`src/hw/rtl/hgcs_pkg.sv`:
```
package hgcs_pkg;

    // font geometry
    localparam int GLYPH_ROWS        = 14;
    localparam int GLYPH_COUNT       = 95;
    localparam int MAX_GLYPH_COLUMNS = 16;

    // field widths
    localparam int ROW_W      = 16;
    localparam int COL_W      = 14;
    localparam int CHAR_W     = 8;
    localparam int ROW_IDX_W  = 4;
    localparam int REPEAT_W   = 2;

    // stream packing
    localparam int IN_DATA_W  = 32;
    localparam int IN_CHAR_LO = 0;
    localparam int IN_ROW_LO  = IN_CHAR_LO + CHAR_W;
    localparam int IN_BITS_LO = IN_ROW_LO + ROW_IDX_W;
    localparam int OUT_DATA_W = 16;

    // printable range
    localparam logic [CHAR_W-1:0] FIRST_CHAR = 8'd32;
    localparam logic [CHAR_W-1:0] LAST_CHAR  = 8'd126;

    // input operation codes
    localparam logic OP_WRITE = 1'b0;
    localparam logic OP_CHAR  = 1'b1;

    // font store
    localparam int STORE_DEPTH = GLYPH_COUNT * GLYPH_ROWS;
    localparam int ADDR_W      = $clog2(STORE_DEPTH);
    localparam int GLYPH_IDX_W = $clog2(GLYPH_COUNT);

    // sequencing
    localparam int COL_USED    = (GLYPH_ROWS < COL_W) ? GLYPH_ROWS : COL_W;
    localparam int ROW_CNT_W   = $clog2(GLYPH_ROWS + 1);
    localparam int COL_CNT_W   = $clog2(MAX_GLYPH_COLUMNS + 1);
    localparam int SPACE_EXTRA = 3;
    localparam int SPACE_CNT_W = 2;

    // command queue, depth a power of two
    localparam int QUEUE_DEPTH = 4;
    localparam int QUEUE_PTR_W = $clog2(QUEUE_DEPTH);
    localparam int QUEUE_CNT_W = $clog2(QUEUE_DEPTH + 1);

    typedef enum logic [1:0] {
        CMD_WRITE = 2'b00,
        CMD_SPACE = 2'b01,
        CMD_GLYPH = 2'b10,
        CMD_BLANK = 2'b11
    } cmd_kind_t;

    typedef struct packed {
        cmd_kind_t         kind;
        logic [ADDR_W-1:0] addr;
        logic [ROW_W-1:0]  data;
    } cmd_t;

    typedef struct packed {
        logic full;
        logic empty;
    } queue_status_t;

endpackage

```
`src/hw/rtl/hgcs_cmd_queue.sv`:
```
module hgcs_cmd_queue (
    input  logic                    clk,
    input  logic                    rst_n,
    input  logic                    push,
    input  hgcs_pkg::cmd_t          cmd_in,
    input  logic                    pop,
    output hgcs_pkg::cmd_t          cmd_out,
    output hgcs_pkg::queue_status_t status
);

    hgcs_pkg::cmd_t                     slot_reg [hgcs_pkg::QUEUE_DEPTH];
    logic [hgcs_pkg::QUEUE_PTR_W-1:0]   wr_ptr_reg;
    logic [hgcs_pkg::QUEUE_PTR_W-1:0]   wr_ptr_next;
    logic [hgcs_pkg::QUEUE_PTR_W-1:0]   rd_ptr_reg;
    logic [hgcs_pkg::QUEUE_PTR_W-1:0]   rd_ptr_next;
    logic [hgcs_pkg::QUEUE_CNT_W-1:0]   count_reg;
    logic [hgcs_pkg::QUEUE_CNT_W-1:0]   count_next;

    // pointer and fill bookkeeping, pointers wrap naturally
    always_comb
    begin
        wr_ptr_next = wr_ptr_reg;
        rd_ptr_next = rd_ptr_reg;
        count_next  = count_reg;
        if (push)
        begin
            wr_ptr_next = wr_ptr_reg + 1'b1;
        end
        if (pop)
        begin
            rd_ptr_next = rd_ptr_reg + 1'b1;
        end
        if (push && !pop)
        begin
            count_next = count_reg + 1'b1;
        end
        else if (pop && !push)
        begin
            count_next = count_reg - 1'b1;
        end
    end

    always_ff @(posedge clk or negedge rst_n)
    begin
        if (!rst_n)
        begin
            wr_ptr_reg <= '0;
            rd_ptr_reg <= '0;
            count_reg  <= '0;
        end
        else
        begin
            wr_ptr_reg <= wr_ptr_next;
            rd_ptr_reg <= rd_ptr_next;
            count_reg  <= count_next;
        end
    end

    // storage slots
    always_ff @(posedge clk)
    begin
        if (push)
        begin
            slot_reg[wr_ptr_reg] <= cmd_in;
        end
    end

    assign cmd_out      = slot_reg[rd_ptr_reg];
    assign status.full  = count_reg == hgcs_pkg::QUEUE_CNT_W'(hgcs_pkg::QUEUE_DEPTH);
    assign status.empty = count_reg == '0;

`ifndef SYNTHESIS
    a_no_overfill: assert property (@(posedge clk) disable iff (!rst_n)
        count_reg <= hgcs_pkg::QUEUE_CNT_W'(hgcs_pkg::QUEUE_DEPTH))
        else $error("command queue holds more than its depth");
    a_no_push_full: assert property (@(posedge clk) disable iff (!rst_n)
        status.full |-> !push)
        else $error("command pushed into a full queue");
`endif

endmodule

```
`config.mk`:
```
export PLATFORM = sky130hd
export DESIGN_NAME = hgcs_cmd_queue
export DESIGN_NICKNAME = d
export VERILOG_FILES = /design/src/hw/rtl/hgcs_pkg.sv /design/src/hw/rtl/hgcs_cmd_queue.sv
export SDC_FILE = /design/constraint.sdc
export NUM_CORES = 1
export LEC_CHECK = 0
export ABC_AREA = 1
export ABC_CLOCK_PERIOD_IN_PS = 1730
export BUFFER_PORTS_ARGS = -buffer_cell sky130_fd_sc_hd__buf_2
export CORE_MARGIN = 3
export CORE_UTILIZATION = 45
export CTS_CLUSTER_DIAMETER = 150
export DETAILED_ROUTE_END_ITERATION = 16
export PLACE_DENSITY = 0.67
export SYNTH_ARGS = -nofsm -noshare
export SYNTH_HDL_FRONTEND = slang
export SYNTH_SLANG_ARGS = --single-unit
```
`constraint.sdc`:
```
create_clock -name clk -period 1.73 [get_ports clk]
set_input_delay 0.346 -clock clk [delete_from_list [all_inputs] [get_ports clk]]
set_output_delay 0.346 -clock clk [all_outputs]
set_load 0.01 [all_outputs]
```
# Yosys cells after proc, flatten, opt, wreduce, memory -nomap -nowiden
# Memory sizes are Yosys's and may differ from the RTL's.
# Cells that the tools add are included.
totals:
  ff_bits: 7
  ramBits: 116
  input_bits: 33
  mem_count: 1
classes:
  n_addsub: 4
  n_eq_ne: 1
  n_mux: 4
  n_reduce_logical: 6
memory_table:
  columns: ["memory", "depth", "width", "rd", "rd_ports_with_merged_regs", "write_ports", "line_no", "text"]
  rows:
  - ["slot_reg", 4, 29, 1, 0, 1, "hgcs_cmd_queue.sv:11", "hgcs_pkg::cmd_t slot_reg [hgcs_pkg::QUEUE_DEPTH];"]
ops:
  columns: ["op", "n"]
  rows:
  - ["2-to-1 mux 3 bit", 2]
  - ["adder 2 x 1 -> 2 bit (second input constant)", 2]
  - ["adder 3 x 1 -> 3 bit (second input constant)", 1]
  - ["equality test 3 bit (second input constant)", 1]
  - ["zero test 3 bit", 1]
  - ["subtractor 3 x 1 -> 3 bit (second input constant)", 1]
  - ["logical AND 1 bit", 2]
  - ["zero test 1 bit", 2]
  - ["2-to-1 mux 1 bit", 2]
  - ["nonzero test 2 bit", 1]

# Logic depth before layout (Yosys ltp)
logic_depth:
  depth_word: 4
  depth_mapped: 9

# Least setup slack after synthesis
# Ideal clock, no wire load.
synth_timing:
  path_kind: "register to register"
  start: "reg wr_ptr_reg[0] (netlist name)"
  end: "mem slot_reg[0][0] (netlist name), enable pin"
  arrival_ps: 1248
  t_required_ps: 1346
  slack_ps: 99
  path_stages_with_launch: 5
  n_path_buf: 0
  period_less_slack_ps: 1631
  path_cell_list: "dfrtp_1 -> inv_1 -> ha_1 -> nand2_1 -> inv_1"
synth_lines:
  columns: ["item", "line_no", "text"]
  rows:
  - ["start, declared", "hgcs_cmd_queue.sv:12", "logic [hgcs_pkg::QUEUE_PTR_W-1:0] wr_ptr_reg;"]
  - ["start signal, assigned", "hgcs_cmd_queue.sv:53", "wr_ptr_reg <= wr_ptr_next;"]
  - ["end, declared", "hgcs_cmd_queue.sv:11", null]
# No word-level cell before the write port.

==> results_dict.tcl <==
set metrics [dict create \
    crit_buf_inv 2 \
    worstMarginPinSlew_ns 0.2414 \
    synth.largest_area_cell "edfxtp_1" \
    grt_remaining_overflow 0 \
    worst-path-max-fanout 25 \
    ir_worst_vdd_mv 0.7906 \
    setup_viol 29 \
    vias 2969 \
    syn2layout_area_growth_pct 22.91 \
    min_path_type "in2reg" \
    postSynthCellCount 386 \
    rsz0062_at_grt "true" \
    critPathMaxStageDelay_ns 0.54 \
    fin_crit_sh 1.116 \
    comb_power_share 0.329 \
    synth_area_per_cell_um2 13.21 \
    chipHeight_um 112.5 \
    maxCapViolCount 0 \
    relSlewSlack 0.8391 \
    ff2ff_setup_slack_ns 0.38 \
    largest_register_ffs 116 \
    start_kind "register" \
    yosysMostFrequentCell "edfxtp_1" \
    fin_setup_tns_ns -4.788 \
    ys_top_cells_by_count "116 x edfxtp_1, 100 x nand2_1, 69 x inv_1" \
    synthArstFlopShare 0.05691 \
    dp_hpwl_mm 5.657 \
    slew_viol_final 0 \
    synthDominantCellAreaShare 0.6830 \
    crit_slowest_cell "dfrtp_4" \
    synthTopCellsByArea "edfxtp_1 68%, nand2_1 7.4%, o211ai_1 5.6%, inv_1 5.1%, o211ai_2 4.9%" \
    p_int_mw 7.621 \
    sw_frac_of_total 0.3283 \
    worst_path_dominant_cell_family "flip-flops" \
    seq_power_share 0.367 \
    grt_use_total 0.1577 \
    viasPerCell 4.836 \
    synth_edf_count 116 \
    grt_pass1_vias 2944 \
    crit_type "reg2out" \
    dr.pass1.iters 4 \
    synth_cell_types 20 \
    floorplan.die_area_um2 12650 \
    cts_tree "built" \
    die-width_um 112.5 \
    grt_max_degree 51 \
    start_util 0.4664 \
    clock_path_buffers 2 \
    ant_nets 0 \
    power.total_mw 11.35 \
    required_ns 1.38 \
    ios 64 \
    hold_violations 0 \
    ys_seq_area_frac 0.7174 \
    p_leak_nw 2.613 \
    fillers 911 \
    p_per_area_nw_per_um2 1810 \
    endpoint_kind "output port" \
    core_area_um2 10940 \
    drive_gt1_frac 0.2637 \
    netlist_area_um2 5100 \
    clockPowerShare 0.304 \
    max_clock_freq_mhz 518.2 \
    ys.flop_type "edfxtp_1" \
    fin_ws_ns -0.1999 \
    power_switching_mw 3.725 \
    status "finished with violations" \
    gp_congestion 0.6987 \
    drt_iter0_markers 132 \
    grt_pass1_wl_mm 15.06 \
    finalNetCount 500 \
    drcViolationCount 0 \
    clk_pin_slew_ns 0.05 \
    clkLatencyLatePin_ns 0.41 \
    cts_made_buffers 17 \
    antenna_found_initial 0 \
    wl_per_cell_um 15.72 \
    port_buffers 63 \
    worstPathArrival_ns 1.58 \
    cp_cell_sequence "buf_16 -> o211ai_1 -> nand2_1 -> buf_2" \
    finClkSkew_ns 0.006193 \
    min_period_ns 1.930 \
    synth_warnings 0 \
    violations "negative setup slack" \
    syn_nets 425 \
    cts_root_buf "clkbuf_16" \
    rows 38 \
    post-cts-setup-buffers 0 \
    h-tree-depth 4 \
    antenna_cells 0 \
    cts.sinks 123 \
    wl_mm 9.651 \
    ys_ff_latch 123 \
]
## kinds of logic after synthesis
kind of cell / Yosys count / synth area share
XOR/XNOR: 4 / 0.006871
adder cells (fa/ha/maj): 6 / 0.01619
AND/OR/NAND/NOR: 104 / 0.07777
AO/OA/AOI/OAI: 59 / 0.1060
flip-flops: 123 / 0.7174
buffers and inverters: 90 / 0.07581
## through the flow
stage / area [um^2] / cells / worst slack (ns) / hold slack (ns) / util
after floorplan: 5100 / 386 / 0.09861 / 0.05041 / -
after global placement: 5640 / 580 / 0.2412 / 0.1965 / 0.5158
after detailed placement: 5640 / 580 / 0.1801 / 0.1991 / 0.5158
after CTS: 6236 / 613 / -0.2290 / 0.1350 / 0.5703
after global routing: 6269 / 614 / -0.2857 / 0.1381 / 0.5732
final: 6269 / 614 / -0.1999 / 0.1527 / 0.5732
## power groups by stage
| stage | Clock, mW | Combinational (mW) | Sequential, mW |
|---|---|---|---|
| 5_1_grt | 3.65 | 4.14 | 4.22 |
| 6_report | 3.45 | 3.73 | 4.17 |
| 3_5_place_dp | 0 | 3.70 | 4.21 |
| 3_3_place_gp | 0 | 3.61 | 4.18 |
| 2_1_floorplan | 0 | 2.42 | 4.13 |
| 4_1_cts | 3.51 | 3.74 | 4.15 |
## path summary, 6_finish.rpt
check	startpoint	endpoint	depth (start not counted)
setup / recovery	rd_ptr_reg[0]$_DFFE_PN0P_	cmd_out[13]	4
max in group asynchronous	rst_n	rd_ptr_reg[0]$_DFFE_PN0P_	2
hold / removal	cmd_in[20]	slot_reg[3][20]$_DFFE_PP_	1
min in group asynchronous	rst_n	wr_ptr_reg[1]$_DFFE_PN0P_	2
setup reg to reg	wr_ptr_reg[0]$_DFFE_PN0P_	slot_reg[0][6]$_DFFE_PP_	5
hold reg to reg	count_reg[2]$_DFFE_PN0P_	count_reg[2]$_DFFE_PN0P_	2
## worst reg2reg max path: cells and delay by family (launching register included)
kind / cells / cell delay [ns]
DFF: 1 / 0.42
buffers and inverters: 3 / 0.41
adders and majority gates: 1 / 0.15
and+or+nand+nor: 1 / 0.05
## area by class of cell
| cell class | instances | area [um^2] | area share |
|---|---|---|---|
| Inverter | 70 | 262.8 | 0.04192 |
| Clock inverter | 15 | 156.4 | 0.02495 |
| Clock buffer | 17 | 425.4 | 0.06786 |
| Timing Repair Buffer | 76 | 531.8 | 0.08483 |
| Sequential cell | 123 | 3662 | 0.5842 |
| Tap cell | 140 | 175.2 | 0.02794 |
| Multi-Input combinational cell | 173 | 1055 | 0.1683 |
## routing by layer
metal  track usage  wire length (um)  up-vias
met3       0.06307               463       13
met5             0                 0        -
li1              -                 -     1475
met1        0.1951              4197     1418
met2        0.2555              4881       63
met4       0.05048               108        0
## cells in the final DEF (no fill, tap or decap)
master	instances
fa_1	1
inv_1	69
clkinv_4	1
clkinvlp_4	3
dfrtp_1	6
o211ai_1	38
xnor2_1	1
nand4_1	1
dfrtp_4	1
dlygate4sd3_1	1
nor3_1	2
edfxtp_1	116
ha_1	5
o211ai_2	20
clkbuf_16	18
o21ai_1	1
nand3_1	1
buf_12	6
inv_2	1
xor2_1	3
buf_16	1
buf_4	3
nand2_1	100
clkinv_2	4
buf_2	63
clkinv_1	4
bufinv_16	3
buf_6	1
## what timing repair did
action,4_1_cts,5_1_grt
endpoints found under the hold margin,7,0
setup endpoints to repair,29,29
pin swaps,5,3
resized for setup,1,1
gates cloned,0,1
hold buffers,1,0
Power figures use the tool's default switching activity.
