--- src/hw/rtl/hgcs_pkg.sv ---
package hgcs_pkg;

    // font geometry
    localparam int GLYPH_ROWS        = 14;
    localparam int GLYPH_COUNT       = 95;
    localparam int MAX_GLYPH_COLUMNS = 16;

    // field widths
    localparam int ROW_W      = 16;
    localparam int COL_W      = 14;
    localparam int CHAR_W     = 8;
    localparam int ROW_IDX_W  = 4;
    localparam int REPEAT_W   = 2;

    // stream packing
    localparam int IN_DATA_W  = 32;
    localparam int IN_CHAR_LO = 0;
    localparam int IN_ROW_LO  = IN_CHAR_LO + CHAR_W;
    localparam int IN_BITS_LO = IN_ROW_LO + ROW_IDX_W;
    localparam int OUT_DATA_W = 16;

    // printable range
    localparam logic [CHAR_W-1:0] FIRST_CHAR = 8'd32;
    localparam logic [CHAR_W-1:0] LAST_CHAR  = 8'd126;

    // input operation codes
    localparam logic OP_WRITE = 1'b0;
    localparam logic OP_CHAR  = 1'b1;

    // font store
    localparam int STORE_DEPTH = GLYPH_COUNT * GLYPH_ROWS;
    localparam int ADDR_W      = $clog2(STORE_DEPTH);
    localparam int GLYPH_IDX_W = $clog2(GLYPH_COUNT);

    // sequencing
    localparam int COL_USED    = (GLYPH_ROWS < COL_W) ? GLYPH_ROWS : COL_W;
    localparam int ROW_CNT_W   = $clog2(GLYPH_ROWS + 1);
    localparam int COL_CNT_W   = $clog2(MAX_GLYPH_COLUMNS + 1);
    localparam int SPACE_EXTRA = 3;
    localparam int SPACE_CNT_W = 2;

    // command queue, depth a power of two
    localparam int QUEUE_DEPTH = 4;
    localparam int QUEUE_PTR_W = $clog2(QUEUE_DEPTH);
    localparam int QUEUE_CNT_W = $clog2(QUEUE_DEPTH + 1);

    typedef enum logic [1:0] {
        CMD_WRITE = 2'b00,
        CMD_SPACE = 2'b01,
        CMD_GLYPH = 2'b10,
        CMD_BLANK = 2'b11
    } cmd_kind_t;

    typedef struct packed {
        cmd_kind_t         kind;
        logic [ADDR_W-1:0] addr;
        logic [ROW_W-1:0]  data;
    } cmd_t;

    typedef struct packed {
        logic full;
        logic empty;
    } queue_status_t;

endpackage

--- src/hw/rtl/hgcs_front.sv ---
module hgcs_front (
    input  logic                           s_axis_tvalid,
    output logic                           s_axis_tready,
    input  logic [hgcs_pkg::IN_DATA_W-1:0] s_axis_tdata,
    input  logic                           s_axis_tuser,
    input  hgcs_pkg::queue_status_t        queue_status,
    output logic                           push,
    output hgcs_pkg::cmd_t                 cmd
);

    logic [hgcs_pkg::CHAR_W-1:0]      char_code;
    logic [hgcs_pkg::ROW_IDX_W-1:0]   row_index;
    logic [hgcs_pkg::ROW_W-1:0]       row_bits;
    logic                             printable;
    logic                             row_ok;
    logic                             drop;
    logic [hgcs_pkg::GLYPH_IDX_W-1:0] glyph_idx;
    logic [hgcs_pkg::ADDR_W-1:0]      base_addr;

    // field unpacking
    assign char_code = s_axis_tdata[hgcs_pkg::IN_CHAR_LO +: hgcs_pkg::CHAR_W];
    assign row_index = s_axis_tdata[hgcs_pkg::IN_ROW_LO +: hgcs_pkg::ROW_IDX_W];
    assign row_bits  = s_axis_tdata[hgcs_pkg::IN_BITS_LO +: hgcs_pkg::ROW_W];

    // range checks and glyph base address
    assign printable = (char_code >= hgcs_pkg::FIRST_CHAR) &&
                       (char_code <= hgcs_pkg::LAST_CHAR);
    assign row_ok    = int'(row_index) < hgcs_pkg::GLYPH_ROWS;
    assign glyph_idx = hgcs_pkg::GLYPH_IDX_W'(char_code - hgcs_pkg::FIRST_CHAR);
    assign base_addr = hgcs_pkg::ADDR_W'(glyph_idx) *
                       hgcs_pkg::ADDR_W'(hgcs_pkg::GLYPH_ROWS);

    // classify the item into a command
    always_comb
    begin
        cmd.data = row_bits;
        cmd.addr = base_addr;
        if (s_axis_tuser == hgcs_pkg::OP_WRITE)
        begin
            cmd.kind = hgcs_pkg::CMD_WRITE;
            cmd.addr = base_addr + hgcs_pkg::ADDR_W'(row_index);
        end
        else if (char_code == hgcs_pkg::FIRST_CHAR)
        begin
            cmd.kind = hgcs_pkg::CMD_SPACE;
        end
        else if (printable)
        begin
            cmd.kind = hgcs_pkg::CMD_GLYPH;
        end
        else
        begin
            cmd.kind = hgcs_pkg::CMD_BLANK;
        end
    end

    // writes outside the font are taken and discarded
    assign drop          = (s_axis_tuser == hgcs_pkg::OP_WRITE) && !(printable && row_ok);
    assign s_axis_tready = !queue_status.full;
    assign push          = s_axis_tvalid && s_axis_tready && !drop;

endmodule

--- config.mk ---
export PLATFORM = sky130hd
export DESIGN_NAME = hgcs_front
export DESIGN_NICKNAME = d
export VERILOG_FILES = /design/src/hw/rtl/hgcs_pkg.sv /design/src/hw/rtl/hgcs_front.sv
export SDC_FILE = /design/constraint.sdc
export NUM_CORES = 1
export LEC_CHECK = 0
export ABC_CLOCK_PERIOD_IN_PS = 4000
export BUFFER_PORTS_ARGS = -buffer_cell sky130_fd_sc_hd__buf_2
export CORE_ASPECT_RATIO = 0.8
export CORE_MARGIN = 2
export CORE_UTILIZATION = 44
export DETAILED_ROUTE_END_ITERATION = 7
export GPL_TIMING_DRIVEN = 0
export PLACE_DENSITY = 0.84
export SLEW_MARGIN = 10
export SYNTH_ARGS = -nofsm -noshare
export SYNTH_HDL_FRONTEND = slang
export SYNTH_SLANG_ARGS = --single-unit
--- constraint.sdc ---
create_clock -name vclk -period 4
set_clock_uncertainty 0.05 [all_clocks]
set_input_delay 0.8 -clock vclk [all_inputs]
set_output_delay 0.8 -clock vclk [all_outputs]
set_load 0.05 [all_outputs]
# After elaboration in Yosys (flattened, before gate mapping)
# Cells that the tools add are included.
[word_totals] reg_bits=0 input_bits=36 word_cells=20
[op_classes] addsub=2 n_mul=1 order_cmp=3 eq_ne=1 n_mux=4 bitwise=1 reduce_logical=8
[op_table] op="$add A11 B4 Y11" n=1
[op_table] op="$mux W11" n=1
[op_table] op="$mul A7 B3 Y10 const B" n=1
[op_table] op="$eq A8 B6 Y1 const B" n=1
[op_table] op="$ge A8 B6 Y1 const B" n=1
[op_table] op="$le A8 B7 Y1 const B" n=1
[op_table] op="$sub A7 B6 Y7 const B" n=1
[op_table] op="$logic_and A1 B1 Y1" n=5
[op_table] op="$lt A4 B4 Y1 const B" n=1
[op_table] op="$mux W2" n=2
[op_table] op="$logic_not A1 Y1" n=3
[op_table] op="$mux W1" n=1
[op_table] op="$not A1 Y1" n=1

# Depth between registers and ports, before layout
# Gate-level depths: netlist of run 1.
[depth] ltp_word=7 ltp_mapped=9 ltp_nobuf=9

# Worst setup path before layout of run 1
# No wires, ideal clock.
[synth_timing] path_type="in2out" startpoint="input s_axis_tdata[0] (netlist name)" endpoint="output cmd[26] (netlist name)" arrival_ns=3.482 setup_slack_ns=-0.332 stages=9 path_cell_list="fa_1 > ha_1 > fa_1 > a211o_1 > o21ai_2 > xnor2_1 > and3_1 > nand3_2 > xor2_1"
[synth_lines] item="from (decl)" line_no="hgcs_front.sv:4" source="input logic [hgcs_pkg::IN_DATA_W-1:0] s_axis_tdata,"
[synth_lines] item="to (decl)" line_no="hgcs_front.sv:8" source="output hgcs_pkg::cmd_t cmd"

==> flow_metrics.py, run 1 <==
metrics = {
    "status": {
        "status": "complete, no violations",
    },
    "yosys": {
        "synth.avg_cell_area_um2": 8.86,
        "muxShareOfSynthArea_pct": 4.36,
        "netlist_instances": 110,
        "yosysTopAreaCellShare_pct": 23.1,
        "synth_seq_area_share_pct": 0,
        "synthXorXnorAreaFrac_pct": 12.5,
        "synthSimpleGateAreaFrac_pct": 13.7,
        "netlist.top_cell.by_area": "ha_1",
        "synth_common_cells": "ha_1, buf_4, inv_1",
        "syn_area_um2": 975,
        "syn-num-nets": 170,
        "yosysMostFrequentCell": "ha_1",
        "synth_compound_area_share_pct": 17.1,
        "synth_top_family_by_area": "adder cells",
        "synth_warnings": 0,
        "ys_types": 37,
        "synthTopCellsByArea": "ha_1, fa_1, buf_4",
        "synthAdderAreaFrac_pct": 35.4,
    },
    "hold_path": {
        "hold_start": "s_axis_tdata[12]",
        "min_path_type": "primary input to output port",
    },
    "timing": {
        "drv_slew": 0,
        "worst-slew-pin-transition_ps": 376,
        "final.period_utilization_pct": 99.4,
        "slew-limit-headroom_pct": 74.2,
        "fin_crit_ps": 3980,
        "rsz0062_at_grt": "yes",
        "finalSetupViolCount": 0,
        "finalSetupTns_ps": 0,
        "finalHoldViolations": 0,
        "fmax_mhz": 251,
    },
    "floorplan": {
        "rows": 15,
        "die_h_um": 46.1,
        "die_width_um": 56.6,
        "core_area_um2": 2120,
        "ios": 67,
        "die-area_um2": 2610,
        "start_util_pct": 46.0,
    },
    "setup_path": {
        "worstPathArrival_ps": 3130,
        "worstPathMaxFanout": 2,
        "worstPathRequired_ps": 3150,
        "path_class": "primary input to output port",
        "critical_path.startpoint": "s_axis_tdata[0]",
        "startpoint_type": "primary input",
        "cp-end-kind": "output port",
    },
    "final_layout": {
        "multi_input_area_um2": 908,
        "area_growth_pct": 47.4,
        "ff_latch_area_um2": 0,
        "fillCellCount": 168,
        "final_util_pct": 67.7,
        "clock_buffers": 0,
        "n_sequential_cell": 0,
        "antenna_cells": 0,
        "drive_gt1_share_pct": 58.9,
        "nets": 225,
    },
    "global_route": {
        "gr-total-overflow": 0,
        "grt_max_degree": 11,
        "grt_usage_pct": 17.4,
        "grt_pass1_vias": 902,
        "antenna_found_initial": 0,
        "grt_pass1_wl_mm": 3.70,
    },
    "drt": {
        "vias": 930,
        "drcViolationCount": 0,
        "drt.antenna.violating_nets": 0,
        "wirelength_mm": 2.45,
        "wl_per_cell_um": 13.0,
        "drtIter0Drc": 12,
        "vias_per_cell": 4.95,
        "drt-pass1-iter-count": 4,
    },
    "clock_network": {
        "hold_buffers": 0,
    },
    "power": {
        "power_uw": 486,
        "leakage_nw": 0.748,
        "p_per_area_nw_per_um2": 339,
        "vdd_ir_drop_max_mv": 0.328,
    },
    "placement": {
        "io_buffers": 45,
        "gp_congestion": 0.778,
        "dp_hpwl_mm": 1.92,
    },
    "flow_run": {
        "drv_cap": 0,
    },
}
[cell families after synthesis]
kind of cell / after synthesis
buffers and inverters: 26
and+or+nand+nor: 23
adders and majority gates: 24
muxes: 4
AOI/OAI and AO/OA: 20
xor gates and xnor gates: 13
[what timing repair did]
item,4_1_cts,5_1_grt
gates cloned,0,0
gates resized for setup,22,8
setup endpoints to repair,4,4
setup buffers,5,3
pin swaps,7,8
[per-stage QoR]
stage	instance area [µm²]	hold WS [ps]	instances	worst slack, ps
after global routing	1440	1850	188	-50.9
after global placement	1250	1850	180	-217
after CTS	1370	1850	185	-44.8
final	1440	1850	188	22.3
after detailed placement	1250	1850	180	-345
after floorplan	997	1720	110	-115
[metal layers]
metal / up-vias / routed length [µm] / global-route usage [%]
met5: - / 0 / 0
met4: 0 / 0 / 0.952
met3: 0 / 110 / 0.281
met2: 33 / 1390 / 37.4
met1: 426 / 950 / 20.3
li1: 471 / - / -
[cells in the final DEF, fill, tap and decap left out, drive strengths merged, types with 2 or more instances in the layout]
master,count
a21boi,2
a21o,2
a21oi,6
and2,2
buf,70
fa,6
ha,18
inv,9
mux2,2
mux2i,2
nand2b,2
nand3,5
nand4,3
nor2,3
nor3,2
o21ai,2
xnor2,6
xor2,7
[path summary, 6_finish.rpt]
check	to	slack [ps]	cells past startpoint
setup / recovery	cmd[26]	20	11
hold / removal	cmd[0]	1850	2
[worst max-delay path, stage by stage]
cell	delay, ps
buf_8	100
fa_1	470
ha_2	200
fa_2	360
a211o_1	310
o21ai_2	100
xnor2_2	150
and3_4	250
nand3_4	80
xor2_2	150
buf_6	170
[layout make-up]
| class | instances | share of cell area (%) |
|---|---|---|
| Tap cell | 25 | 2.18 |
| Inverter | 9 | 2.35 |
| Multi-Input combinational cell | 84 | 63.2 |
| Buffer | 17 | 9.15 |
| Timing Repair Buffer | 53 | 23.1 |
[power by group]
group | switching (mW) | total [mW] | internal (mW) | leakage [nW]
clock | 0 | 0 | 0 | 0
sequential | 0 | 0 | 0 | 0
combinational | 0.312 | 0.486 | 0.174 | 0.748
Note: power is estimated with default switching activity, not from simulation.
==> run 2, diff against run 1 <==
--- a/config.mk
+++ b/config.mk
@@ -9,10 +9,10 @@
 export BUFFER_PORTS_ARGS = -buffer_cell sky130_fd_sc_hd__buf_2
 export CORE_ASPECT_RATIO = 0.8
 export CORE_MARGIN = 2
-export CORE_UTILIZATION = 44
+export CORE_UTILIZATION = 40
 export DETAILED_ROUTE_END_ITERATION = 7
 export GPL_TIMING_DRIVEN = 0
-export PLACE_DENSITY = 0.84
+export PLACE_DENSITY = 0.78
 export SLEW_MARGIN = 10
 export SYNTH_ARGS = -nofsm -noshare
 export SYNTH_HDL_FRONTEND = slang
==> flow_metrics.py, run 2 (synthesis results as in run 1) <==
metrics = {
    "setup_path": {
        "startpoint_type": "primary input",
        "path_class": "primary input to output port",
        "cp-end-kind": "output port",
        "critical_path.startpoint": "s_axis_tdata[2]",
        "worstPathMaxFanout": 4,
        "cpMaxStageDelayCell": "fa_1",
        "cpPeakStageDelay_ps": 470,
        "path_cells": "buf_12 -> fa_1 -> ha_2 -> fa_2 -> a211o_1 -> o21ai_2 -> xnor2_2 -> and3_4 -> nand3_2 -> xor2_2 -> buf_6",
        "worstPathRequired_ps": 3150,
        "worstPathArrival_ps": 3120,
        "crit_end": "cmd[26]",
    },
    "clock_network": {
        "hold_buffers": 0,
    },
    "power": {
        "switchingPower_uw": 311,
        "vdd_ir_drop_max_mv": 0.0976,
        "p_int_uw": 179,
        "seqPwrFrac_pct": 0,
        "p_clk_share_pct": 0,
        "pwr-share-comb_pct": 100.0,
        "p_per_area_nw_per_um2": 341,
        "leakage_nw": 0.737,
        "swShare_pct": 63.5,
    },
    "placement": {
        "dp_hpwl_mm": 1.80,
        "io_buffers": 45,
        "place_inst": 180,
        "preCtsSetupSlack_ps": -277,
        "gp_congestion": 0.761,
    },
    "floorplan": {
        "die_h_um": 48.2,
        "ios": 67,
        "die_width_um": 59.2,
        "die-area_um2": 2850,
        "start_util_pct": 43.6,
        "rows": 15,
        "core_area_um2": 2230,
    },
    "global_route": {
        "gr-total-overflow": 0,
        "grt_pass1_vias": 803,
        "grt_usage_pct": 15.1,
        "grt_pass1_wl_mm": 3.37,
        "grt_max_degree": 11,
        "antenna_found_initial": 0,
    },
    "timing": {
        "final.period_utilization_pct": 99.1,
        "drv_slew": 0,
        "rsz0062_at_grt": "yes",
        "finalSetupViolCount": 0,
        "setup_slack_ps": 34.1,
        "fmax_mhz": 252,
        "slew-limit-headroom_pct": 76.5,
        "worst-slew-pin-transition_ps": 343,
        "whs_ps": 1850,
        "finalHoldViolations": 0,
        "fin_crit_ps": 3970,
    },
    "final_layout": {
        "clock_buffers": 0,
        "n_sequential_cell": 0,
        "drive_gt1_share_pct": 59.3,
        "area_growth_pct": 47.6,
        "layout_common_cells": "buf_2, buf_4, ha_1, inv_1",
        "final_common_cell": "buf_2",
        "nets": 224,
        "fin_cells": 187,
        "fillCellCount": 191,
        "ff_latch_area_um2": 0,
        "antenna_cells": 0,
    },
    "drt": {
        "vias_per_cell": 4.79,
        "vias": 895,
        "drt-pass1-iter-count": 4,
        "drtIter0Drc": 16,
        "drcViolationCount": 0,
        "wirelength_mm": 2.30,
        "wl_per_cell_um": 12.3,
        "drt.antenna.violating_nets": 0,
    },
    "hold_path": {
        "min_path_type": "primary input to output port",
        "min_path_cells": 2,
    },
    "status": {
        "status": "complete, no violations",
    },
    "flow_run": {
        "drv_cap": 0,
    },
}
-- run 2: changes by cell type in the layout (fill, tap and decap cells not counted), sizes merged --
cell / change
buf: -1
-- run 2: power by group through the flow --
stage                     logic, mW  registers [mW]  clock network (mW)
after global routing          0.523               0                   0
after floorplan               0.339               0                   0
after global placement        0.410               0                   0
final                         0.490               0                   0
after detailed placement      0.418               0                   0
after CTS                     0.458               0                   0
-- run 2: routing by layer --
metal	up-vias	track usage [%]	part of all wire, %
met3	2	0.796	4.3
met4	0	0.909	0.83
met5	-	0	0
li1	464	-	-
met2	31	29.5	54
met1	398	19.7	41
-- run 2: worst min-delay path by stage --
stage	slack, ps	endpoint	startpoint
after global placement	1850	cmd[15]	s_axis_tdata[27]
after detailed placement	1850	cmd[3]	s_axis_tdata[15]
after global routing	1850	cmd[8]	s_axis_tdata[20]
after CTS	1850	cmd[15]	s_axis_tdata[27]
final	1850	cmd[15]	s_axis_tdata[27]
after floorplan	1720	cmd[0]	s_axis_tdata[12]
-- run 2: critical path, delay by kind of cell --
kind	cells	cell delay [ps]
XOR/XNOR	2	310
AO/OA/AOI/OAI	2	400
buffers and inverters	2	290
adder cells (fa/ha/maj)	3	1010
AND/OR/NAND/NOR	2	300
-- run 2: per-stage QoR --
stage | setup TNS (ps) | utilization (%) | instance area, µm² | total power [mW]
2_1_floorplan | -202 | - | 997 | 0.339
3_3_place_gp | -385 | 56.1 | 1250 | 0.410
3_5_place_dp | -569 | 56.1 | 1250 | 0.418
4_1_cts | -37.2 | 61.0 | 1360 | 0.458
5_1_grt | -161 | 64.4 | 1440 | 0.523
6_report | 0 | 64.4 | 1440 | 0.490
-- run 2: cell type report --
| class | instances | area (µm²) | share of cell area (%) |
|---|---|---|---|
| Multi-Input combinational cell | 84 | 925 | 64.3 |
| Timing Repair Buffer | 52 | 318 | 22.1 |
| Buffer | 17 | 131 | 9.13 |
| Inverter | 9 | 33.8 | 2.35 |
| Tap cell | 25 | 31.3 | 2.17 |
-- run 2: repair_timing --
action | 4_1_cts | 5_1_grt
endpoints found under the setup margin | 3 | 4
resized for setup | 18 | 11
pin swaps | 7 | 9
endpoints found under the hold margin | 0 | 0
gates cloned | 0 | 0
setup buffers | 5 | 2
==> run 3, diff against run 2 <==
--- a/config.mk
+++ b/config.mk
@@ -13,6 +13,7 @@
 export DETAILED_ROUTE_END_ITERATION = 7
 export GPL_TIMING_DRIVEN = 0
 export PLACE_DENSITY = 0.78
+export REMOVE_ABC_BUFFERS = 1
 export SLEW_MARGIN = 10
 export SYNTH_ARGS = -nofsm -noshare
 export SYNTH_HDL_FRONTEND = slang
==> flow_metrics.py, run 3 (synthesis results as in run 1) <==
metrics = {
    "status": {
        "status": "complete, no violations",
    },
    "floorplan": {
        "rows": 15,
        "die_h_um": 48.2,
        "core_area_um2": 2230,
        "start_util_pct": 43.6,
        "die-area_um2": 2850,
        "die_width_um": 59.2,
        "ios": 67,
    },
    "power": {
        "leakage_nw": 0.601,
        "power_uw": 432,
        "vdd_ir_drop_max_mv": 0.0957,
        "p_per_area_nw_per_um2": 350,
    },
    "placement": {
        "placed_area_um2": 1020,
        "place_inst": 148,
        "gp_congestion": 0.816,
        "io_buffers": 30,
        "dp_hpwl_mm": 1.87,
    },
    "final_layout": {
        "multi_input_area_um2": 907,
        "final_common_cell": "buf_2",
        "layout_common_cells": "buf_2, ha_1, buf_4, inv_1",
        "fin_cells": 157,
        "final_cell_area_um2": 1230,
        "antenna_cells": 0,
        "nets": 194,
        "n_sequential_cell": 0,
        "ff_latch_area_um2": 0,
        "clock_buffers": 0,
        "drive_gt1_share_pct": 48.5,
        "fillCellCount": 219,
        "area_growth_pct": 26.4,
    },
    "timing": {
        "final.period_utilization_pct": 99.0,
        "drv_slew": 0,
        "finalSetupViolCount": 0,
        "whs_ps": 1550,
        "worst-slew-pin-transition_ps": 337,
        "finalSetupTns_ps": 0,
        "slew-limit-headroom_pct": 76.9,
        "finalHoldViolations": 0,
        "fmax_mhz": 253,
        "fin_crit_ps": 3960,
        "rsz0062_at_grt": "yes",
    },
    "drt": {
        "wirelength_mm": 2.39,
        "drt.antenna.violating_nets": 0,
        "vias_per_cell": 5.38,
        "drt-pass1-iter-count": 4,
        "drtIter0Drc": 12,
        "wl_per_cell_um": 15.2,
        "drcViolationCount": 0,
        "vias": 844,
    },
    "setup_path": {
        "worstPathArrival_ps": 3110,
        "cp-end-kind": "output port",
        "path_class": "primary input to output port",
        "path_common_cell": "buf_4",
        "worstPathRequired_ps": 3150,
        "crit_family": "adder cells",
        "path_buf_inv": 3,
        "path_cells": "buf_12 -> buf_4 -> fa_1 -> ha_4 -> a211o_1 -> o21ai_2 -> xnor2_2 -> and3_4 -> nand3_2 -> xor2_1 -> buf_4",
        "worstPathMaxFanout": 4,
        "cpPeakStageDelay_ps": 600,
        "critical_path.startpoint": "s_axis_tdata[2]",
        "cpMaxStageDelayCell": "fa_1",
        "startpoint_type": "primary input",
    },
    "global_route": {
        "grt_pass1_vias": 816,
        "grt_pass1_wl_mm": 3.48,
        "grt_max_degree": 11,
        "antenna_found_initial": 0,
        "grt_usage_pct": 16.2,
        "gr-total-overflow": 0,
    },
    "clock_network": {
        "hold_buffers": 0,
    },
    "flow_run": {
        "drv_cap": 0,
    },
    "hold_path": {
        "min_path_type": "primary input to output port",
        "hold_start": "s_axis_tdata[21]",
    },
}
-- run 3: per-stage QoR --
stage | utilization, % | worst slack [ps]
global placement | 45.9 | -195
floorplan | - | -332
finish | 55.2 | 40.6
global route | 55.2 | -43.7
detailed placement | 45.9 | -254
CTS | 49.7 | -51.2
-- run 3: final cells by class --
type | count | share of cell area [%]
multi-input combinational | 84 | 73.6
inverter | 9 | 2.74
timing repair buffer | 39 | 21.1
tap | 25 | 2.54
-- run 3: worst paths after layout --
check,end,depth (start not counted)
min,cmd[9],0
max,cmd[26],11
-- run 3: power by group --
group          switching (mW)  total [mW]  internal [mW]
clock network               0           0              0
logic                   0.273       0.432          0.159
registers                   0           0              0
-- run 3: timing repair --
item	CTS	global route
endpoints found under the setup margin	4	4
gates cloned	0	0
setup buffers	4	5
pin swaps	5	12
gates resized for setup	15	17
-- run 3: metal layers --
layer	routed length [µm]	up-vias	global-route usage, %
li1	-	410	-
met1	1030	388	18.4
met2	1130	46	28.8
met3	237	0	7.69
met4	0	0	0.909
met5	0	-	7.14
