==> src/hw/rtl/hgcs_pkg.sv <==
package hgcs_pkg;

    // font geometry
    localparam int GLYPH_ROWS        = 14;
    localparam int GLYPH_COUNT       = 95;
    localparam int MAX_GLYPH_COLUMNS = 16;

    // field widths
    localparam int ROW_W      = 16;
    localparam int COL_W      = 14;
    localparam int CHAR_W     = 8;
    localparam int ROW_IDX_W  = 4;
    localparam int REPEAT_W   = 2;

    // stream packing
    localparam int IN_DATA_W  = 32;
    localparam int IN_CHAR_LO = 0;
    localparam int IN_ROW_LO  = IN_CHAR_LO + CHAR_W;
    localparam int IN_BITS_LO = IN_ROW_LO + ROW_IDX_W;
    localparam int OUT_DATA_W = 16;

    // printable range
    localparam logic [CHAR_W-1:0] FIRST_CHAR = 8'd32;
    localparam logic [CHAR_W-1:0] LAST_CHAR  = 8'd126;

    // input operation codes
    localparam logic OP_WRITE = 1'b0;
    localparam logic OP_CHAR  = 1'b1;

    // font store
    localparam int STORE_DEPTH = GLYPH_COUNT * GLYPH_ROWS;
    localparam int ADDR_W      = $clog2(STORE_DEPTH);
    localparam int GLYPH_IDX_W = $clog2(GLYPH_COUNT);

    // sequencing
    localparam int COL_USED    = (GLYPH_ROWS < COL_W) ? GLYPH_ROWS : COL_W;
    localparam int ROW_CNT_W   = $clog2(GLYPH_ROWS + 1);
    localparam int COL_CNT_W   = $clog2(MAX_GLYPH_COLUMNS + 1);
    localparam int SPACE_EXTRA = 3;
    localparam int SPACE_CNT_W = 2;

    // command queue, depth a power of two
    localparam int QUEUE_DEPTH = 4;
    localparam int QUEUE_PTR_W = $clog2(QUEUE_DEPTH);
    localparam int QUEUE_CNT_W = $clog2(QUEUE_DEPTH + 1);

    typedef enum logic [1:0] {
        CMD_WRITE = 2'b00,
        CMD_SPACE = 2'b01,
        CMD_GLYPH = 2'b10,
        CMD_BLANK = 2'b11
    } cmd_kind_t;

    typedef struct packed {
        cmd_kind_t         kind;
        logic [ADDR_W-1:0] addr;
        logic [ROW_W-1:0]  data;
    } cmd_t;

    typedef struct packed {
        logic full;
        logic empty;
    } queue_status_t;

endpackage

==> src/hw/rtl/hgcs_back.sv <==
module hgcs_back (
    input  logic                            clk,
    input  logic                            rst_n,
    input  hgcs_pkg::queue_status_t         queue_status,
    input  hgcs_pkg::cmd_t                  cmd,
    output logic                            pop,
    input  logic [hgcs_pkg::REPEAT_W-1:0]   column_repeat,
    output logic                            ram_we,
    output logic [hgcs_pkg::ADDR_W-1:0]     ram_waddr,
    output logic [hgcs_pkg::ROW_W-1:0]      ram_wdata,
    output logic [hgcs_pkg::ADDR_W-1:0]     ram_raddr,
    input  logic [hgcs_pkg::ROW_W-1:0]      ram_rdata,
    output logic                            m_axis_tvalid,
    input  logic                            m_axis_tready,
    output logic [hgcs_pkg::OUT_DATA_W-1:0] m_axis_tdata,
    output logic                            m_axis_tlast
);

    typedef enum logic [5:0] {
        S_IDLE  = 6'b000001,
        S_LEAD  = 6'b000010,
        S_SPACE = 6'b000100,
        S_LOAD  = 6'b001000,
        S_COL   = 6'b010000,
        S_TRAIL = 6'b100000
    } state_t;

    state_t                               state_reg;
    state_t                               state_next;
    hgcs_pkg::cmd_kind_t                  kind_reg;
    hgcs_pkg::cmd_kind_t                  kind_next;
    logic [hgcs_pkg::ADDR_W-1:0]          base_reg;
    logic [hgcs_pkg::ADDR_W-1:0]          base_next;
    logic [hgcs_pkg::ROW_CNT_W-1:0]       row_cnt_reg;
    logic [hgcs_pkg::ROW_CNT_W-1:0]       row_cnt_next;
    logic [hgcs_pkg::COL_CNT_W-1:0]       col_cnt_reg;
    logic [hgcs_pkg::COL_CNT_W-1:0]       col_cnt_next;
    logic [hgcs_pkg::REPEAT_W-1:0]        rep_cnt_reg;
    logic [hgcs_pkg::REPEAT_W-1:0]        rep_cnt_next;
    logic [hgcs_pkg::SPACE_CNT_W-1:0]     space_cnt_reg;
    logic [hgcs_pkg::SPACE_CNT_W-1:0]     space_cnt_next;
    logic [hgcs_pkg::ROW_W-1:0]           any_reg;
    logic [hgcs_pkg::ROW_W-1:0]           any_next;
    logic [hgcs_pkg::ROW_W-1:0]           rows_reg [hgcs_pkg::GLYPH_ROWS];
    logic                                 out_valid_reg;
    logic                                 out_valid_next;
    logic [hgcs_pkg::COL_W-1:0]           out_bits_reg;
    logic [hgcs_pkg::COL_W-1:0]           out_bits_next;
    logic                                 out_last_reg;
    logic                                 out_last_next;

    logic                                 emit_ok;
    logic                                 emit;
    logic [hgcs_pkg::COL_W-1:0]           emit_bits;
    logic                                 emit_last;
    logic                                 capture;
    logic                                 shift;
    logic [hgcs_pkg::REPEAT_W-1:0]        reps;
    logic [hgcs_pkg::COL_W-1:0]           column_w;

    // a repeat of zero counts as one
    assign reps = (column_repeat == '0) ? hgcs_pkg::REPEAT_W'(1) : column_repeat;

    // current column is the top bit of every row, bottom row to bit 0
    always_comb
    begin
        column_w = '0;
        for (int b = 0; b < hgcs_pkg::COL_USED; b++)
        begin
            column_w[b] = rows_reg[hgcs_pkg::GLYPH_ROWS-1-b][hgcs_pkg::ROW_W-1];
        end
    end

    assign emit_ok   = !out_valid_reg || m_axis_tready;
    assign ram_waddr = cmd.addr;
    assign ram_wdata = cmd.data;
    assign ram_raddr = base_reg + hgcs_pkg::ADDR_W'(row_cnt_reg);

    // command sequencer
    always_comb
    begin
        state_next     = state_reg;
        kind_next      = kind_reg;
        base_next      = base_reg;
        row_cnt_next   = row_cnt_reg;
        col_cnt_next   = col_cnt_reg;
        rep_cnt_next   = rep_cnt_reg;
        space_cnt_next = space_cnt_reg;
        any_next       = any_reg;
        pop            = 1'b0;
        ram_we         = 1'b0;
        emit           = 1'b0;
        emit_bits      = '0;
        emit_last      = 1'b0;
        capture        = 1'b0;
        shift          = 1'b0;
        case (state_reg)
            S_IDLE:
            begin
                if (!queue_status.empty)
                begin
                    pop = 1'b1;
                    if (cmd.kind == hgcs_pkg::CMD_WRITE)
                    begin
                        ram_we = 1'b1;
                    end
                    else
                    begin
                        kind_next  = cmd.kind;
                        base_next  = cmd.addr;
                        state_next = S_LEAD;
                    end
                end
            end
            S_LEAD:
            begin
                if (emit_ok)
                begin
                    emit = 1'b1;
                    case (kind_reg)
                        hgcs_pkg::CMD_SPACE:
                        begin
                            space_cnt_next = '0;
                            state_next     = S_SPACE;
                        end
                        hgcs_pkg::CMD_GLYPH:
                        begin
                            row_cnt_next = '0;
                            any_next     = '0;
                            state_next   = S_LOAD;
                        end
                        default:
                        begin
                            state_next = S_TRAIL;
                        end
                    endcase
                end
            end
            S_SPACE:
            begin
                if (emit_ok)
                begin
                    emit = 1'b1;
                    if (space_cnt_reg == hgcs_pkg::SPACE_CNT_W'(hgcs_pkg::SPACE_EXTRA - 1))
                    begin
                        state_next = S_TRAIL;
                    end
                    else
                    begin
                        space_cnt_next = space_cnt_reg + 1'b1;
                    end
                end
            end
            S_LOAD:
            begin
                // read data comes from the registered ram port in the cycle after its address
                row_cnt_next = row_cnt_reg + 1'b1;
                if (row_cnt_reg != '0)
                begin
                    capture  = 1'b1;
                    any_next = any_reg | ram_rdata;
                end
                if (row_cnt_reg == hgcs_pkg::ROW_CNT_W'(hgcs_pkg::GLYPH_ROWS))
                begin
                    row_cnt_next = row_cnt_reg;
                    col_cnt_next = '0;
                    rep_cnt_next = '0;
                    state_next   = S_COL;
                end
            end
            S_COL:
            begin
                // stop once nothing is left to the right or the maximum glyph width is reached
                if ((any_reg == '0) ||
                    (col_cnt_reg == hgcs_pkg::COL_CNT_W'(hgcs_pkg::MAX_GLYPH_COLUMNS)))
                begin
                    state_next = S_TRAIL;
                end
                else if (emit_ok)
                begin
                    emit      = 1'b1;
                    emit_bits = column_w;
                    if (rep_cnt_reg == reps - 1'b1)
                    begin
                        rep_cnt_next = '0;
                        col_cnt_next = col_cnt_reg + 1'b1;
                        shift        = 1'b1;
                        any_next     = any_reg << 1;
                    end
                    else
                    begin
                        rep_cnt_next = rep_cnt_reg + 1'b1;
                    end
                end
            end
            S_TRAIL:
            begin
                if (emit_ok)
                begin
                    emit       = 1'b1;
                    emit_last  = 1'b1;
                    state_next = S_IDLE;
                end
            end
            default:
            begin
                state_next = S_IDLE;
            end
        endcase
    end

    // output register
    always_comb
    begin
        out_valid_next = out_valid_reg;
        out_bits_next  = out_bits_reg;
        out_last_next  = out_last_reg;
        if (emit)
        begin
            out_valid_next = 1'b1;
            out_bits_next  = emit_bits;
            out_last_next  = emit_last;
        end
        else if (m_axis_tready)
        begin
            out_valid_next = 1'b0;
        end
    end

    always_ff @(posedge clk or negedge rst_n)
    begin
        if (!rst_n)
        begin
            state_reg     <= S_IDLE;
            kind_reg      <= hgcs_pkg::CMD_BLANK;
            row_cnt_reg   <= '0;
            col_cnt_reg   <= '0;
            rep_cnt_reg   <= '0;
            space_cnt_reg <= '0;
            out_valid_reg <= 1'b0;
        end
        else
        begin
            state_reg     <= state_next;
            kind_reg      <= kind_next;
            row_cnt_reg   <= row_cnt_next;
            col_cnt_reg   <= col_cnt_next;
            rep_cnt_reg   <= rep_cnt_next;
            space_cnt_reg <= space_cnt_next;
            out_valid_reg <= out_valid_next;
        end
    end

    // payload registers
    always_ff @(posedge clk)
    begin
        base_reg     <= base_next;
        any_reg      <= any_next;
        out_bits_reg <= out_bits_next;
        out_last_reg <= out_last_next;
    end

    // glyph rows: shift line while loading, shift left per finished column
    always_ff @(posedge clk)
    begin
        if (capture)
        begin
            for (int r = 0; r < hgcs_pkg::GLYPH_ROWS - 1; r++)
            begin
                rows_reg[r] <= rows_reg[r+1];
            end
            rows_reg[hgcs_pkg::GLYPH_ROWS-1] <= ram_rdata;
        end
        else if (shift)
        begin
            for (int r = 0; r < hgcs_pkg::GLYPH_ROWS; r++)
            begin
                rows_reg[r] <= rows_reg[r] << 1;
            end
        end
    end

    assign m_axis_tvalid = out_valid_reg;
    assign m_axis_tdata  = hgcs_pkg::OUT_DATA_W'(out_bits_reg);
    assign m_axis_tlast  = out_last_reg;

`ifndef SYNTHESIS
    a_col_limit: assert property (@(posedge clk) disable iff (!rst_n)
        (state_reg == S_COL) |->
            (col_cnt_reg <= hgcs_pkg::COL_CNT_W'(hgcs_pkg::MAX_GLYPH_COLUMNS)))
        else $error("column counter ran past the glyph width");
    a_loaded: assert property (@(posedge clk) disable iff (!rst_n)
        (state_reg == S_COL) |-> (row_cnt_reg == hgcs_pkg::ROW_CNT_W'(hgcs_pkg::GLYPH_ROWS)))
        else $error("column scan started before all rows were loaded");
    a_last_null: assert property (@(posedge clk) disable iff (!rst_n)
        (out_valid_reg && out_last_reg) |-> (out_bits_reg == '0))
        else $error("trailing column is not blank");
`endif

endmodule

==> config.mk <==
export PLATFORM = sky130hd
export DESIGN_NAME = hgcs_back
export DESIGN_NICKNAME = d
export VERILOG_FILES = /design/src/hw/rtl/hgcs_pkg.sv /design/src/hw/rtl/hgcs_back.sv
export SDC_FILE = /design/constraint.sdc
export NUM_CORES = 1
export LEC_CHECK = 0
export CAP_MARGIN = 15
export CORE_UTILIZATION = 35
export DETAILED_ROUTE_END_ITERATION = 10
export DONT_BUFFER_PORTS = 1
export GPL_TIMING_DRIVEN = 0
export MAX_ROUTING_LAYER = met4
export PLACE_DENSITY_LB_ADDON = 0.1
export REMOVE_ABC_BUFFERS = 1
export SYNTH_ARGS = -nofsm -noshare
export SYNTH_HDL_FRONTEND = slang
export SYNTH_SLANG_ARGS = --single-unit
==> constraint.sdc <==
create_clock -name clk -period 7.1 [get_ports clk]
set_input_delay 1.065 -clock clk [delete_from_list [all_inputs] [get_ports clk]]
set_output_delay 1.065 -clock clk [all_outputs]
set_load 0.01 [all_outputs]
---- Word-level counts from Yosys, hierarchy flattened ----
Memory sizes are Yosys's and may differ from the RTL's.
Cells that the tools add are included.
operators by class
  add/subtract/negate cells ............... 6
  eq/ne operators ......................... 28
  multiplexer cells ....................... 72
  bitwise logic cells ..................... 19
  reduce and logical (&&, ||, !) cells .... 21
operators by type and width
  operator                                       count
  2-to-1 mux 16 bit                              20
  2-to-1 mux 6 bit                               8
  one-hot mux 16 bit (3 select lines)            1
  one-hot mux 6 bit (6 select lines)             1
  != test 2 bit, second input constant           16
  2-to-1 mux 1 bit                               20
  2-to-1 mux 5 bit                               4
  2-to-1 mux 2 bit                               9
  zero test 16 bit                               1
  OR 16 bit                                      1
  OR 1 bit                                       14
  2-to-1 mux 4 bit                               3
  one-hot mux 6 bit (2 select lines)             1
  adder 11 x 4 -> 11 bit                         1
  one-hot mux 5 bit (2 select lines)             1
  AND reduction 5 bit                            2
  one-hot mux 2 bit (2 select lines)             2
  one-hot mux 4 bit (2 select lines)             1
  AND reduction 4 bit                            2
  AND reduction 8 bit                            1
  nonzero test 2 bit                             4
  AND reduction 7 bit                            1
  == test 6 x 1 -> 1 bit, second input constant  1
  == test 6 x 2 -> 1 bit, second input constant  1
  22 further kinds                               30
storage, ports and cells
  register bits ........................... 64
  memory bits (writable) .................. 224
  output and inout bits ................... 58
  word-level logic and storage cells ...... 158
  memories kept ........................... 1
memory list
  memory    words  width  read ports  clocked after memory_dff  write ports  line             RTL
  rows_reg  14     16     14          0                         14           hgcs_back.sv:44  logic [hgcs_pkg::ROW_W-1:0] rows_reg [hgcs_pkg::GLYPH_ROWS];

---- Depth between registers and ports, before layout ----
Gate-level depths: netlist (run 1).
  depth in word-level cells ............... 12
  gate-level depth with buffers ........... 9
  depth with buffers taken out ............ 7

---- Least setup slack after synthesis (run 1) ----
Ideal clock, no wire load.
  path kind ............................... input -> register
  start point ............................. input port m_axis_tready
  end point ............................... memory rows_reg[0][100] in the netlist's numbering, enable pin
  arrival time ............................ 7.333 ns
  required time ........................... 6.485 ns
  setup slack ............................. -0.848 ns
  stages .................................. 7
  path buffers ............................ 3
  cell sequence ........................... nand2b_1 clkbuf_1 and4_4 and2_1 buf_6 clkbuf_2 nand2b_1
RTL lines
  element             line             RTL
  start: declaration  hgcs_back.sv:14  input logic m_axis_tready,
  end: declaration    hgcs_back.sv:44

==> impl_metrics.tcl, run 1 <==
set metrics [dict create \
    status "finished, final reports clean" \
    cts_buffers 34 \
    hold_buffers 0 \
    synthArstFlopShare 0.07639 \
    worst_pin_slew_ps 920.0 \
    gr-total-overflow 0 \
    yosysWarnings 0 \
    area_growth_pct 11.23 \
    placed_cell_area_um2 13040 \
    critPathBufInv 3 \
    cts_num_sinks 288 \
    cts_root_buffer "clkbuf_16" \
    endpoint_kind "flip-flop" \
    routed_wl_um 22790 \
    die_h_um 192.0 \
    timing.final.crit_period_ps 4319 \
    crit_chain "nor4b_4 > and2_1 > and4_4 > and2_4 > buf_16 > nand2b_4 > buf_16 > buf_16" \
    fin_area_um2 14060 \
    drt_pass1_iterations 5 \
    tns_ps 0 \
    synth_flop_cell "edfxtp_1" \
    maxCapViolations 0 \
    drc 0 \
    cts_resized 0 \
    diodes 0 \
    vdd_drop_max_v 0.0001652 \
    core_region_area_um2 35570 \
    r2r_setup_slack_ps 2780 \
    cts_tree "built" \
    routedWlPerCell_um 16.04 \
    clk_pin_slew_ps 60 \
    synth_cells 968 \
    setup_viol 0 \
    antenna_found_initial 0 \
    rsz0062_at_grt "no" \
    io_pins 110 \
    fin_nets 1001 \
    max-slew-margin-rel 0.3844 \
    start_kind "flip-flop" \
    drive_gt1_frac 0.09063 \
    ctsHtreeMaxLevel 2 \
    crit_start "state_reg[2]" \
    grt_pass1_wl_um 38260 \
    final.period_utilization 0.6083 \
    synth_edf_count 257 \
    whs_ps 256.3 \
    grt_pass1_vias 7345 \
    r2r_cells 8 \
    rows 69 \
    synth_seq_cells 288 \
    insertion_delay_ps 510 \
    gp_congestion 0.7802 \
    dp_hpwl_um 13430 \
    die_area_um2 36870 \
    cp_slowest_stage_delay_ps 730 \
    cpLargestDelayFamily "simple AND/OR/NAND/NOR gates" \
    cp.required_ps 7280 \
    ys_types 55 \
    post_cts_buffers 0 \
    crit_type "flip-flop to flip-flop" \
    drt_iter0_markers 444 \
    clock.fmax_ghz 0.2315 \
    crit_path_frequent_cell "buf_16" \
    syn_area_um2 12640 \
    nFillCells 3369 \
    io_buffers 0 \
    antenna_left 0 \
    fin_util 0.3952 \
    p_per_area_nw_per_um2 302.2 \
    r2r_end "rows_reg[1][82]" \
    largest_reg_flops 224 \
    track_usage 0.1327 \
    start_util 0.3553 \
    die_w_um 192.0 \
    synth_area_per_cell_um2 13.05 \
    hp-class "input pin to asynchronous set/reset pin" \
    worstPathArrival_ps 4500 \
    final_max_slew_viol_count 0 \
    reg2reg_from "state_reg[2]" \
    grt_max_degree 73 \
    avgViaCountPerCell 5.057 \
    p_leak_nw 5.086 \
    ys_seq_area_frac 0.6688 \
    clockBufferDepth 3 \
    cp_max_fo 61 \
    crit_slowest_cell "and2_1" \
    vias 7186 \
    fin_skew_ps 12.72 \
    hold_viol 0 \
]
per-layer routing:
layer	share of wire	vias up	global-route usage
met4	0.020	0	0.04664
li1	-	3493	-
met3	0.050	37	0.03453
met1	0.46	3539	0.1716
met2	0.47	117	0.2009
met5	0	-	-
how the worst max path moves through the flow:
stage	cells after the start	to	slack [ps]
after CTS	8	rows_reg[1][64]	2680
after floorplan	5	any_reg[0]	-3270
after global routing	8	rows_reg[1][64]	2440
after detailed placement	8	rows_reg[1][64]	2680
after global placement	5	any_reg[0]	-9480
final	8	rows_reg[1][82]	2780
layout make-up:
cell class                      instances  area, um^2  area share
Multi-Input combinational cell        585        3620      0.2575
Sequential cell                       288        8452      0.6013
Clock buffer                           46       917.1     0.06525
Timing Repair Buffer                   15       354.1     0.02519
Clock inverter                         15       95.09    0.006765
Tap cell                              461       576.8     0.04104
Inverter                               11       41.29    0.002938
where the power goes:
| part | switching [mW] | total [mW] | internal, mW |
|---|---|---|---|
| registers | 0.120 | 2.15 | 2.03 |
| logic | 0.296 | 0.490 | 0.194 |
| clock network | 0.667 | 1.61 | 0.942 |
metrics by stage:
step,setup slack (ps),std cells,power (mW)
after floorplan,-3268,884,2.559
after global placement,-9478,1345,2.702
after detailed placement,2679,1360,2.685
after CTS,2681,1421,4.319
after global routing,2440,1421,4.466
final,2781,1421,4.248
Yosys cell counts (5+ instances only):
library cell,count,area [um^2]
buf_6,12,135.1
nand2_1,231,867.1
nor2_1,31,116.4
nand4_1,5,31.28
buf_4,32,240.2
clkbuf_1,22,82.58
dfxtp_1,9,180.2
mux2_2,14,157.7
dfrtp_1,19,475.5
xnor2_1,8,70.07
nand3_1,10,50.05
xor2_1,6,52.55
and2_1,22,137.6
inv_1,11,41.29
a21oi_1,7,35.03
edfxtp_1,257,7717
a22o_1,135,1182
o21ai_0,37,185.2
nor4_1,8,50.05
buf_2,17,85.08
ha_1,13,162.7
cell usage in the layout, fill, tap and decap left out, drive strengths merged, types with 3 or more instances in the layout:
master and instances:
nand2 232, ha 13, and2 22, inv 12, edfxtp 257, dfstp 3, dfrtp 19, nand3 10
clkinv 13, nand2b 4, clkbuf 46, nor4 9, buf 15, a22o 135, mux2 18, o21ai 38
dfxtp 9, nand4 5, a21o 4, or2 3, nor2 31, o22ai 3, nor2b 3, nand3b 4
xor2 6, a21oi 7, xnor2 8, and3 3, nor3b 3
worst register-to-register path: cells and delay by family (launching register included):
family | cells | cell delay [ps]
AND/OR/NAND/NOR | 5 | 2530
flip-flops | 1 | 510
buffers and inverters | 3 | 930
logic make-up after synthesis:
| group | after synthesis | share of synthesized area |
|---|---|---|
| adder cells (fa/ha/maj) | 14 | 0.01446 |
| AO/OA/AOI/OAI | 197 | 0.1218 |
| AND/OR/NAND/NOR | 339 | 0.1203 |
| XOR/XNOR | 14 | 0.009703 |
| buffers and inverters | 96 | 0.04782 |
| multiplexers | 19 | 0.01683 |
| other | 1 | 0.0002967 |
| flip-flops | 288 | 0.6688 |
Note: power is estimated with default switching activity, not from simulation.
==> inputs of run 2 (changes only) <==
==> constraint.sdc (replaced) <==
create_clock -name clk -period 4 [get_ports clk]
set_input_delay 0.6 -clock clk [delete_from_list [all_inputs] [get_ports clk]]
set_output_delay 0.6 -clock clk [all_outputs]
set_load 0.01 [all_outputs]
==> run 2 against run 1 <==
  * Non-clock buffer count rose by 2
  * Routed wire length rose by 0.26%
  * Clock power rose by 78%
  * Maximum frequency rose by 17%
  * Critical endpoint unchanged
  * Count of clock-buffer cells in the layout did not move
  * Critical path depth did not move
==> impl_metrics.tcl, run 2 (synthesis gave the netlist of run 1 again) <==
set metrics [dict create \
    status "finished, final reports clean" \
    clock.fmax_ghz 0.2718 \
    cp.required_ps 4180 \
    worstPathArrival_ps 3860 \
    reg2reg_from "state_reg[2]" \
    insertion_delay_ps 510 \
    worst_pin_slew_ps 921.3 \
    drc 0 \
    vdd_drop_max_v 0.0002893 \
    fin_skew_ps 13.84 \
    fin_util 0.3963 \
    avgViaCountPerCell 5.065 \
    r2r_setup_slack_ps 320 \
    grt_max_degree 73 \
    largest_reg_flops 224 \
    post_cts_buffers 0 \
    start_kind "flip-flop" \
    crit_slowest_cell "dfrtp_1" \
    die_h_um 192.0 \
    final_cell_mix "257 x edfxtp_1, 230 x nand2_1, 135 x a22o_1, 37 x o21ai_0, 35 x clkbuf_16" \
    endpoint_kind "flip-flop" \
    final_max_slew_viol_count 0 \
    max-slew-margin-rel 0.3835 \
    maxCapViolations 0 \
    antenna_found_initial 0 \
    cp_max_fo 62 \
    diodes 0 \
    drt_iter0_markers 445 \
    core_region_area_um2 35570 \
    area_growth_pct 11.55 \
    r2r_cells 8 \
    rows 69 \
    io_pins 110 \
    dp_hpwl_um 13430 \
    hold_end "base_reg[3]" \
    fin_nets 1004 \
    p_per_area_nw_per_um2 535.4 \
    antenna_left 0 \
    start_util 0.3553 \
    crit_type "flip-flop to flip-flop" \
    track_usage 0.1335 \
    cts_tree "built" \
    r2r_end "rows_reg[1][82]" \
    grt_pass1_vias 7349 \
    ctsHtreeMaxLevel 2 \
    crit_chain "nor4b_4 > and2_4 > and4_4 > and2_4 > buf_16 > nand2b_4 > buf_16 > buf_16" \
    routed_wl_um 22850 \
    finalPower_mw 7.548 \
    io_buffers 0 \
    cp_slowest_stage_delay_ps 510 \
    grt_pass1_wl_um 38430 \
    p_leak_nw 5.107 \
    drive_gt1_frac 0.09346 \
    gp_congestion 0.7802 \
    hp-class "input pin to flip-flop" \
    cts_buffers 34 \
    whs_path_depth 0 \
    final_common_cell "edfxtp_1" \
    setup_viol 0 \
    clk_pin_slew_ps 60 \
    tns_ps 0 \
    die_area_um2 36870 \
    routedWlPerCell_um 16.05 \
    hp-start "cmd[19]" \
    drt_pass1_iterations 4 \
    crit_path_frequent_cell "buf_16" \
    rsz0062_at_grt "no" \
    cts_root_buffer "clkbuf_16" \
    gr-total-overflow 0 \
    nFillCells 3367 \
    vias 7213 \
    cts_num_sinks 288 \
    clockBufferDepth 3 \
    final.period_utilization 0.9198 \
    timing.final.crit_period_ps 3679 \
    hold_viol 0 \
    die_w_um 192.0 \
]
-- run 2: cell count changes in the layout (fill, tap and decap cells not counted), sizes merged --
| cell | previous run | this run |
|---|---|---|
| nand2b | 4 | 5 |
| dlygate4sd3 | 0 | 1 |
| buf | 15 | 16 |
-- run 2: metrics by stage --
stage	worst slack [ps]	hold slack, ps	std cells	cell area, um^2
2_1_floorplan	-6368	304.4	884	12080
3_3_place_gp	-12580	305.9	1345	12650
3_5_place_dp	-421.2	305.8	1360	13040
4_1_cts	89.00	156.9	1424	14100
5_1_grt	78.12	156.6	1424	14100
6_report	320.7	186.0	1424	14100
-- run 2: how the worst max path moves through the flow --
stage	from	end	slack (ps)	cells past startpoint
finish	state_reg[2]	rows_reg[1][82]	320	8
global route	state_reg[2]	rows_reg[1][64]	80	8
CTS	state_reg[2]	rows_reg[1][64]	90	8
detailed placement	state_reg[2]	rows_reg[1][64]	-420	8
global placement	state_reg[5]	any_reg[0]	-12580	5
floorplan	state_reg[5]	any_reg[0]	-6370	5
-- run 2: worst max-delay path: cells and delay by family, from the launching register on --
family	cells	cell delay (ps)
and+or+nand+nor	5	1860
buffers and inverters	3	890
DFF	1	510
-- run 2: layout make-up --
| cell class | count | area [um^2] | area share |
|---|---|---|---|
| clock inverter | 15 | 95.09 | 0.006745 |
| timing repair buffer | 17 | 384.1 | 0.02725 |
| inverter | 11 | 41.29 | 0.002929 |
| tap | 461 | 576.8 | 0.04092 |
| clock buffer | 46 | 917.1 | 0.06506 |
| multi-input combinational | 586 | 3631 | 0.2576 |
| sequential | 288 | 8452 | 0.5995 |
-- run 2: layer usage --
layer / vias up / track usage / wire length [um]
met2: 117 / 0.2026 / 10790
met4: 0 / 0.04664 / 467
met5: - / - / 0
li1: 3502 / - / -
met1: 3557 / 0.1725 / 10410
met3: 37 / 0.03453 / 1191
-- run 2: power breakdown --
| group | total [mW] | internal [mW] | switching (mW) |
|---|---|---|---|
| logic | 0.880 | 0.347 | 0.532 |
| registers | 3.81 | 3.60 | 0.213 |
| clock network | 2.86 | 1.67 | 1.18 |
| total | 7.55 | 5.62 | 1.93 |
-- run 2: timing repair --
| item | in CTS | in global routing |
|---|---|---|
| pin swaps | 0 | 0 |
| endpoints found under the hold margin | 22 | 0 |
| gates cloned | 1 | 0 |
| endpoints found under the setup margin | 182 | 145 |
| hold buffers | 2 | 0 |
| resized for setup | 1 | 1 |
